--- config.mk ---
export PLATFORM = sky130hd
export DESIGN_NAME = sbe_ctrl
export DESIGN_NICKNAME = d
export VERILOG_FILES = /design/src/hw/rtl/sbe_pkg.sv /design/src/hw/rtl/sbe_ctrl.sv
export SDC_FILE = /design/constraint.sdc
export NUM_CORES = 1
export LEC_CHECK = 0
export BUFFER_PORTS_ARGS = -buffer_cell sky130_fd_sc_hd__buf_2
export CAP_MARGIN = 20
export CORE_MARGIN = 1.5
export CORE_UTILIZATION = 29
export CTS_CLUSTER_SIZE = 14
export DETAILED_ROUTE_END_ITERATION = 6
export SLEW_MARGIN = 15
export SYNTH_ARGS = -nofsm -noshare
export SYNTH_HDL_FRONTEND = slang
export SYNTH_SLANG_ARGS = --single-unit
export TNS_END_PERCENT = 20
--- constraint.sdc ---
create_clock -name clk_i -period 1.6 [get_ports clk_i]
set_input_delay 0.48 -clock clk_i [delete_from_list [all_inputs] [get_ports clk_i]]
set_output_delay 0.48 -clock clk_i [all_outputs]
set_load 0.02 [all_outputs]
--- src/hw/rtl/sbe_pkg.sv ---
// ----------------------------------------------------------------------------
// sbe_pkg
// Shared types and constants of the block entropy unit.
// ----------------------------------------------------------------------------
`timescale 1ns / 1ps
`default_nettype none
package sbe_pkg;

  localparam int LOG_FRAC = 20;
  localparam int BINS     = 256;
  localparam int BIN_W    = 8;
  localparam logic [31:0] H_MAX20 = 32'(8) << LOG_FRAC;

  // Configuration register indexes.
  localparam logic CFG_BLOCK_SIZE  = 1'b0;
  localparam logic CFG_CHART_WIDTH = 1'b1;

  // Operand choice for the shared log unit.
  typedef enum logic [1:0] {
    LSEL_INC,
    LSEL_CUR,
    LSEL_N
  } log_sel_e;

  // Commands from the controller to the datapath.
  typedef struct packed {
    logic     accept;
    logic     upd_hist;
    logic     log_start;
    log_sel_e log_sel;
    logic     mul;
    logic     add;
    logic     sub;
    logic     div_start;
    logic     res;
    logic     bar;
    logic     load_out;
  } cmd_t;

  // Status from the datapath to the controller.
  typedef struct packed {
    logic log_busy;
    logic div_busy;
    logic close;
    logic out_full;
  } sts_t;

endpackage
`default_nettype wire

--- src/hw/rtl/sbe_ctrl.sv ---
// ----------------------------------------------------------------------------
// sbe_ctrl
// Sequencer for the per-item histogram update and the block close.
// ----------------------------------------------------------------------------
`timescale 1ns / 1ps
`default_nettype none
module sbe_ctrl
  import sbe_pkg::*;
(
  input  wire logic clk_i,
  input  wire logic rst_ni,
  input  wire logic in_valid_i,
  output logic      in_ready_o,
  input  wire sts_t sts_i,
  output cmd_t      cmd_o
);

  typedef enum logic [3:0] {
    ST_IDLE, ST_READ, ST_L1, ST_W1, ST_A1, ST_L2, ST_W2, ST_S2,
    ST_LN, ST_WN, ST_DIV, ST_RES, ST_BAR, ST_OUT
  } state_e;

  state_e state_q, state_d;

  // Command decode and next state.
  always_comb begin
    cmd_o   = '0;
    state_d = state_q;
    cmd_o.log_sel = LSEL_INC;
    unique case (state_q)
      ST_IDLE: begin
        cmd_o.accept = in_valid_i;
        if (in_valid_i) state_d = ST_READ;
      end
      ST_READ: begin
        cmd_o.upd_hist = 1'b1;
        state_d = ST_L1;
      end
      ST_L1: begin
        cmd_o.log_start = 1'b1;
        state_d = ST_W1;
      end
      ST_W1: begin
        if (!sts_i.log_busy) begin
          cmd_o.mul = 1'b1;
          state_d = ST_A1;
        end
      end
      ST_A1: begin
        cmd_o.add = 1'b1;
        state_d = ST_L2;
      end
      ST_L2: begin
        cmd_o.log_sel   = LSEL_CUR;
        cmd_o.log_start = 1'b1;
        state_d = ST_W2;
      end
      ST_W2: begin
        cmd_o.log_sel = LSEL_CUR;
        if (!sts_i.log_busy) begin
          cmd_o.mul = 1'b1;
          state_d = ST_S2;
        end
      end
      ST_S2: begin
        cmd_o.sub = 1'b1;
        state_d = sts_i.close ? ST_LN : ST_IDLE;
      end
      ST_LN: begin
        cmd_o.log_sel   = LSEL_N;
        cmd_o.log_start = 1'b1;
        state_d = ST_WN;
      end
      ST_WN: begin
        if (!sts_i.log_busy) begin
          cmd_o.div_start = 1'b1;
          state_d = ST_DIV;
        end
      end
      ST_DIV: begin
        if (!sts_i.div_busy) state_d = ST_RES;
      end
      ST_RES: begin
        cmd_o.res = 1'b1;
        state_d = ST_BAR;
      end
      ST_BAR: begin
        cmd_o.bar = 1'b1;
        state_d = ST_OUT;
      end
      ST_OUT: begin
        if (!sts_i.out_full) begin
          cmd_o.load_out = 1'b1;
          state_d = ST_IDLE;
        end
      end
      default: state_d = ST_IDLE;
    endcase
  end

  // State register.
  always_ff @(posedge clk_i or negedge rst_ni) begin
    if (!rst_ni) begin
      state_q <= ST_IDLE;
    end else begin
      state_q <= state_d;
    end
  end

  assign in_ready_o = (state_q == ST_IDLE);

endmodule
`default_nettype wire

==> results.yml, run 1 <==
critical_path:
  worst_ep_required_time_ns: 1.12
  maximum_fanout_along_the_worst_path: 5
  critPathCaptureType: "output pin"
  worstPathArrival_ns: 1.42
  critical_path.startpoint_type: "register"
  worst-setup-path-type: "register to output pin"
sta:
  timing.final.hold_violations: 0
  final_max_slew_viol_count: 0
  timing.max_slew.rel_slack: 0.798
  unrepaired_setup_endpoints_after_global_routing: "yes"
  post_route_clock_period_utilization: 1.19
  fin_tns_setup_ns: -2.92
  setup_slack_ns: -0.297
  clock.fmax_mhz: 527
  finalSetupViolations: 15
  timing_worst_slew_pin_value_ns: 0.300
  final.setup_skew_ns: 0.00744
  post-route-min-period_ns: 1.90
power_and_ir_drop:
  cellPowerDensity_mw_per_mm2: 2250
  seqPwrFrac: 0.128
  peakVddDrop_v: 0.00112
  cellInternalPower_mw: 1.11
  combinationalPowerShare: 0.806
  fin_total_pwr_mw: 2.05
  relative_contribution_of_the_clock_network_to_total_power: 0.066
  swShare: 0.460
  netSwitchingPower_uw: 944
  total_leakage_power_nw: 0.422
route:
  drcViolationCount: 0
  first_iter_violations: 11
  final_antenna_net_count: 0
  drt_pass1_iterations: 4
  drt-total-wl_um: 1780
  wirelength_per_cell_um: 15.6
  drt-vias-per-instance: 5.46
  routed-via-count: 623
place:
  preCtsSetupSlack_ns: -0.0784
  dp_hpwl_um: 971
  dp.cells: 104
  io_buffer_count: 19
  final_estimated_routing_congestion_in_global_placement: 0.818
finish:
  layout.filler_cells: 134
  fin_nets: 107
  layout_common_cells: "24 x sky130_fd_sc_hd__buf_4, 9 x sky130_fd_sc_hd__buf_2, 8 x sky130_fd_sc_hd__buf_6"
  post_route_cells_drive_above_1_share: 0.765
  multiInputGateArea_sq_um: 445
  layout-area-overhead-vs-synth_pct: 98.9
  regArea_sq_um: 104
  largestRegisters: "state_q: 4 flops"
  antenna_cells_inserted: 0
  post-route-util: 0.612
  most_common_library_cell_in_the_layout_ignoring_fill_and_taps: "sky130_fd_sc_hd__buf_4"
  stdcell_count: 114
  largest_register_ff_count: 4
  regMostFlops: "state_q"
floorplanning:
  die_w_um: 42.7
  rows: 14
  fp.dieH_um: 42.7
  fp.coreArea_sq_mm: 0.00149
  die_area_sq_mm: 0.00183
  design.portCount: 20
  starting_density_of_the_core: 0.308
global_route:
  number_of_antenna_violations_at_the_first_check_in_global_routing: 0
  grt_util_all_layers: 0.218
  leftover_overflow_at_the_end_of_global_routing: 0
  grt_max_degree: 13
  grt_pass1_vias: 666
  wire_length_of_the_first_global_routing_pass_um: 3030
synthesis:
  synth.lib_cells_used.distinct: 29
  async_flop_share: 1.00
  seq_area_frac_synth: 0.219
  edff_count_synth: 0
  syn_inst: 60
  synth_ff_type: "sky130_fd_sc_hd__dfrtp_1"
  ys_seq_elements: 4
  mappedNetlistNets: 67
  synthesis.area_sq_um: 458
  postSynthAreaPerCell_sq_um: 7.63
  synth_warnings: 0
clock_network:
  cts_root_buffer: "sky130_fd_sc_hd__clkbuf_4"
  clkLatencyLatePin_ns: 0.24
  clk_path_buf_depth: 2
  cts-buffers-inserted: 3
  h-tree-depth: 1
  clk_transition_reported_paths_ns: 0.05
  tritoncts_num_sinks: 4
  cts_tree: "yes"
hold_path:
  hold_path_class: "primary input to asynchronous set/reset pin"
run_status:
  status: "finished with violations"
  violations_in_the_final_reports: "setup timing"
run:
  max_cap_viol_count: 0
-- cell usage after synthesis (2+ instances only) --
master / n / area [sq um]
sky130_fd_sc_hd__a21oi_1: 7 / 35.0
sky130_fd_sc_hd__buf_2: 2 / 10.0
sky130_fd_sc_hd__buf_4: 2 / 15.0
sky130_fd_sc_hd__clkbuf_1: 2 / 7.51
sky130_fd_sc_hd__dfrtp_1: 4 / 100
sky130_fd_sc_hd__nand2_1: 6 / 22.5
sky130_fd_sc_hd__nand2b_1: 3 / 18.8
sky130_fd_sc_hd__nor2_1: 6 / 22.5
sky130_fd_sc_hd__nor3_1: 4 / 20.0
sky130_fd_sc_hd__nor4bb_1: 3 / 30.0
sky130_fd_sc_hd__o21ai_1: 2 / 10.0
sky130_fd_sc_hd__or2_1: 2 / 12.5
-- final cells by class --
cell class	instances	area share
inverters	1	0.00412
multi-input cells	49	0.489
flip-flops and latches	4	0.114
clock buffers	3	0.0247
repair buffers	41	0.346
well taps	16	0.0220
-- worst paths after layout --
check	start	end	slack, ns	cells after the start
max	state_q[2]$_DFFE_PN0P_	cmd_o[9]	-0.30	5
min	rst_ni	state_q[2]$_DFFE_PN0P_	0.03	1
max reg2reg	state_q[2]$_DFFE_PN0P_	state_q[2]$_DFFE_PN0P_	-0.19	10
min reg2reg	state_q[1]$_DFFE_PN0P_	state_q[1]$_DFFE_PN0P_	0.69	2
max in group asynchronous	rst_ni	state_q[0]$_DFFE_PN0P_	1.42	1
min in group clk_i	sts_i[1]	state_q[3]$_DFFE_PN0P_	0.49	3
-- per-layer routing --
layer  part of all wire  up-vias  track usage
li1                   -      296            -
met1               0.41      304        0.251
met2               0.53       17        0.388
met3              0.035        6       0.0383
met4              0.026        0       0.0938
met5                  0        -            0
-- cells by family after synthesis --
logic type / after synthesis / share of synthesized area
flip-flops: 4 / 0.219
AND/OR/NAND/NOR: 30 / 0.393
XOR/XNOR: 1 / 0.0191
buffers and inverters: 7 / 0.0792
multiplexers: 2 / 0.0574
AO/OA/AOI/OAI: 16 / 0.232
-- power groups by stage --
| stage | clock network [mW] | logic (mW) | registers (mW) |
|---|---|---|---|
| final | 0.136 | 1.65 | 0.262 |
| after global routing | 0.145 | 1.77 | 0.270 |
| after CTS | 0.134 | 1.53 | 0.254 |
| after detailed placement | 0 | 1.13 | 0.222 |
| after global placement | 0 | 1.13 | 0.218 |
| after floorplan | 0 | 0.764 | 0.208 |
-- metrics by stage --
stage                     instance area (sq um)  hold WS (ns)
after floorplan                             484         0.184
after global placement                      679         0.294
after detailed placement                    679         0.293
after CTS                                   885        0.0390
after global routing                        911        0.0317
final                                       911        0.0348
-- timing repair --
item,CTS,global route
pin swaps,11,3
resized for setup,36,6
hold buffers,0,0
setup endpoints to repair,14,15
setup buffers,6,1
-- worst max-delay path, cell delays in order, from the launching register on --
cell and delay, ns:
sky130_fd_sc_hd__dfrtp_2 0.47, sky130_fd_sc_hd__inv_2 0.10, sky130_fd_sc_hd__nand2_2 0.05, sky130_fd_sc_hd__mux2_4 0.27, sky130_fd_sc_hd__o32ai_2 0.09, sky130_fd_sc_hd__buf_4 0.18
(Power assumes the default switching activity.)
==> run 2, diff against run 1 <==
BUFFER_PORTS_ARGS = -buffer_cell sky130_fd_sc_hd__buf_4   (was -buffer_cell sky130_fd_sc_hd__buf_2)
clock period = 1.76 ns   (was 1.6 ns; I/O delays follow)
==> run 2 against run 1 <==
  * The run still ends with setup timing left
  * Register-to-register slack improved by 0.16 ns
  * Cell area increased by 0.69%
  * Clock power decreased by 15%
  * Flip-flop and latch count unchanged
  * Via count increased by 0.32%
  * Critical path type unchanged
  * Largest power group unchanged
==> results.yml, run 2 (synthesized netlist as in run 1, its figures left out) <==
place:
  dp_hpwl_um: 1020
  preCtsSetupSlack_ns: 0.0386
  io_buffer_count: 19
  final_estimated_routing_congestion_in_global_placement: 0.754
  postPlaceCellArea_sq_um: 718
  dp.cells: 103
critical_path:
  cpPeakStageDelay_ns: 0.47
  slowest_stage: "sky130_fd_sc_hd__dfrtp_2"
  critical_path.cell_chain: "inv_2 -> nand2_2 -> mux2_4 -> o32ai_2 -> buf_4"
  worstPathArrival_ns: 1.38
  critical_path.startpoint_type: "register"
  worst-setup-path-type: "register to output pin"
  buffers_and_inverters_on_the_worst_path: 2
  worst_ep_required_time_ns: 1.23
  critical-path-top-delay-family: "flip-flops"
  maximum_fanout_along_the_worst_path: 7
  critPathCaptureType: "output pin"
clock_network:
  cts_tree: "yes"
  clk_transition_reported_paths_ns: 0.04
  cts-buffers-inserted: 3
  h-tree-depth: 1
  cts_root_buffer: "sky130_fd_sc_hd__clkbuf_4"
  tritoncts_num_sinks: 4
  clk_path_buf_depth: 2
  clkLatencyLatePin_ns: 0.24
finish:
  largestRegisters: "state_q: 4 flops"
  most_common_library_cell_in_the_layout_ignoring_fill_and_taps: "sky130_fd_sc_hd__buf_4"
  regMostFlops: "state_q"
  fin_nets: 108
  antenna_cells_inserted: 0
  postLayoutCellArea_sq_um: 917
  layout_common_cells: "36 x sky130_fd_sc_hd__buf_4, 6 x sky130_fd_sc_hd__a21oi_1, 6 x sky130_fd_sc_hd__buf_6"
  post_route_cells_drive_above_1_share: 0.737
  layout-area-overhead-vs-synth_pct: 100
  largest_register_ff_count: 4
  stdcell_count: 115
run_status:
  status: "finished with violations"
  violations_in_the_final_reports: "setup timing"
global_route:
  number_of_antenna_violations_at_the_first_check_in_global_routing: 0
  grt_pass1_vias: 590
  global_route.peak_usage_layer: "met2"
  global_route.usage.met1: 0.236
  wire_length_of_the_first_global_routing_pass_um: 2600
  grt_util_all_layers: 0.188
  groute.layer.met3.usage: 0
  grt_max_degree: 12
  global_route.usage.met2: 0.315
  leftover_overflow_at_the_end_of_global_routing: 0
sta:
  timing.max_slew.rel_slack: 0.764
  finalSetupViolations: 12
  clock.fmax_mhz: 523
  timing_worst_slew_pin_value_ns: 0.350
  final_max_slew_viol_count: 0
  final.setup_skew_ns: 0.00412
  post_route_clock_period_utilization: 1.09
  setup_slack_ns: -0.151
  timing.final.hold_violations: 0
  post-route-min-period_ns: 1.91
  unrepaired_setup_endpoints_after_global_routing: "yes"
hold_path:
  hold_path_class: "primary input to asynchronous set/reset pin"
floorplanning:
  fp.dieH_um: 42.7
  rows: 14
  die_w_um: 42.7
  design.portCount: 20
  starting_density_of_the_core: 0.308
  die_area_sq_mm: 0.00183
  fp.coreArea_sq_mm: 0.00149
route:
  drcViolationCount: 0
  final_antenna_net_count: 0
  drt_pass1_iterations: 4
  drt-vias-per-instance: 5.43
  routed-via-count: 625
  wirelength_per_cell_um: 14.5
  first_iter_violations: 9
  drt-total-wl_um: 1670
power_and_ir_drop:
  total_leakage_power_nw: 0.431
  fin_total_pwr_mw: 1.85
  peakVddDrop_v: 0.00106
  cellPowerDensity_mw_per_mm2: 2010
run:
  max_cap_viol_count: 0
run 2: cell type report:
class / instances / area [sq um]
well taps: 16 / 20.0
clock buffers: 3 / 22.5
flip-flops and latches: 4 / 104
multi-input cells: 49 / 429
repair buffers: 42 / 338
fillers: 124 / 572
inverters: 1 / 3.75
run 2: worst register-to-register path: stages (launching register included):
cell and delay, ns:
sky130_fd_sc_hd__dfrtp_2 0.46, sky130_fd_sc_hd__inv_2 0.06, sky130_fd_sc_hd__buf_4 0.13, sky130_fd_sc_hd__buf_4 0.13, sky130_fd_sc_hd__buf_4 0.13, sky130_fd_sc_hd__buf_4 0.12, sky130_fd_sc_hd__buf_4 0.12, sky130_fd_sc_hd__buf_4 0.13
sky130_fd_sc_hd__and3_1 0.18, sky130_fd_sc_hd__nor3_2 0.10, sky130_fd_sc_hd__a32oi_1 0.11
run 2: metal layers:
layer  part of all wire  wire length, um
met1               0.42              695
met2               0.53              880
met3              0.027               45
met4              0.028               46
met5                  0                0
run 2: worst paths after layout:
kind	slack (ns)	start	end	depth (start not counted)
setup / recovery	-0.15	state_q[2]$_DFFE_PN0P_	cmd_o[9]	5
hold / removal	0.08	rst_ni	state_q[3]$_DFFE_PN0P_	1
setup reg to reg	-0.03	state_q[2]$_DFFE_PN0P_	state_q[2]$_DFFE_PN0P_	10
hold reg to reg	0.54	state_q[1]$_DFFE_PN0P_	state_q[1]$_DFFE_PN0P_	1
max in group asynchronous	1.57	rst_ni	state_q[0]$_DFFE_PN0P_	1
min in group clk_i	0.54	state_q[1]$_DFFE_PN0P_	state_q[1]$_DFFE_PN0P_	1
run 2: what timing repair did:
item,in CTS,in global routing
pin swaps,5,1
hold buffers,0,0
gates cloned,0,0
buffers inserted,9,0
endpoints found under the setup margin,12,15
resized for setup,16,11
run 2: metrics by stage:
step	TNS, ns	utilization	hold WS [ns]
after floorplan	-0.218	-	0.232
after global placement	0	0.482	0.330
after detailed placement	0	0.482	0.328
after CTS	-0.771	0.587	0.0772
after global routing	-1.61	0.616	0.0682
final	-0.870	0.616	0.0770
run 2: power breakdown:
part | leakage (nW) | switching (mW) | internal [mW]
Combinational | 0.372 | 0.693 | 0.804
Sequential | 0.0444 | 0.0895 | 0.145
Clock | 0.0138 | 0.0399 | 0.0765
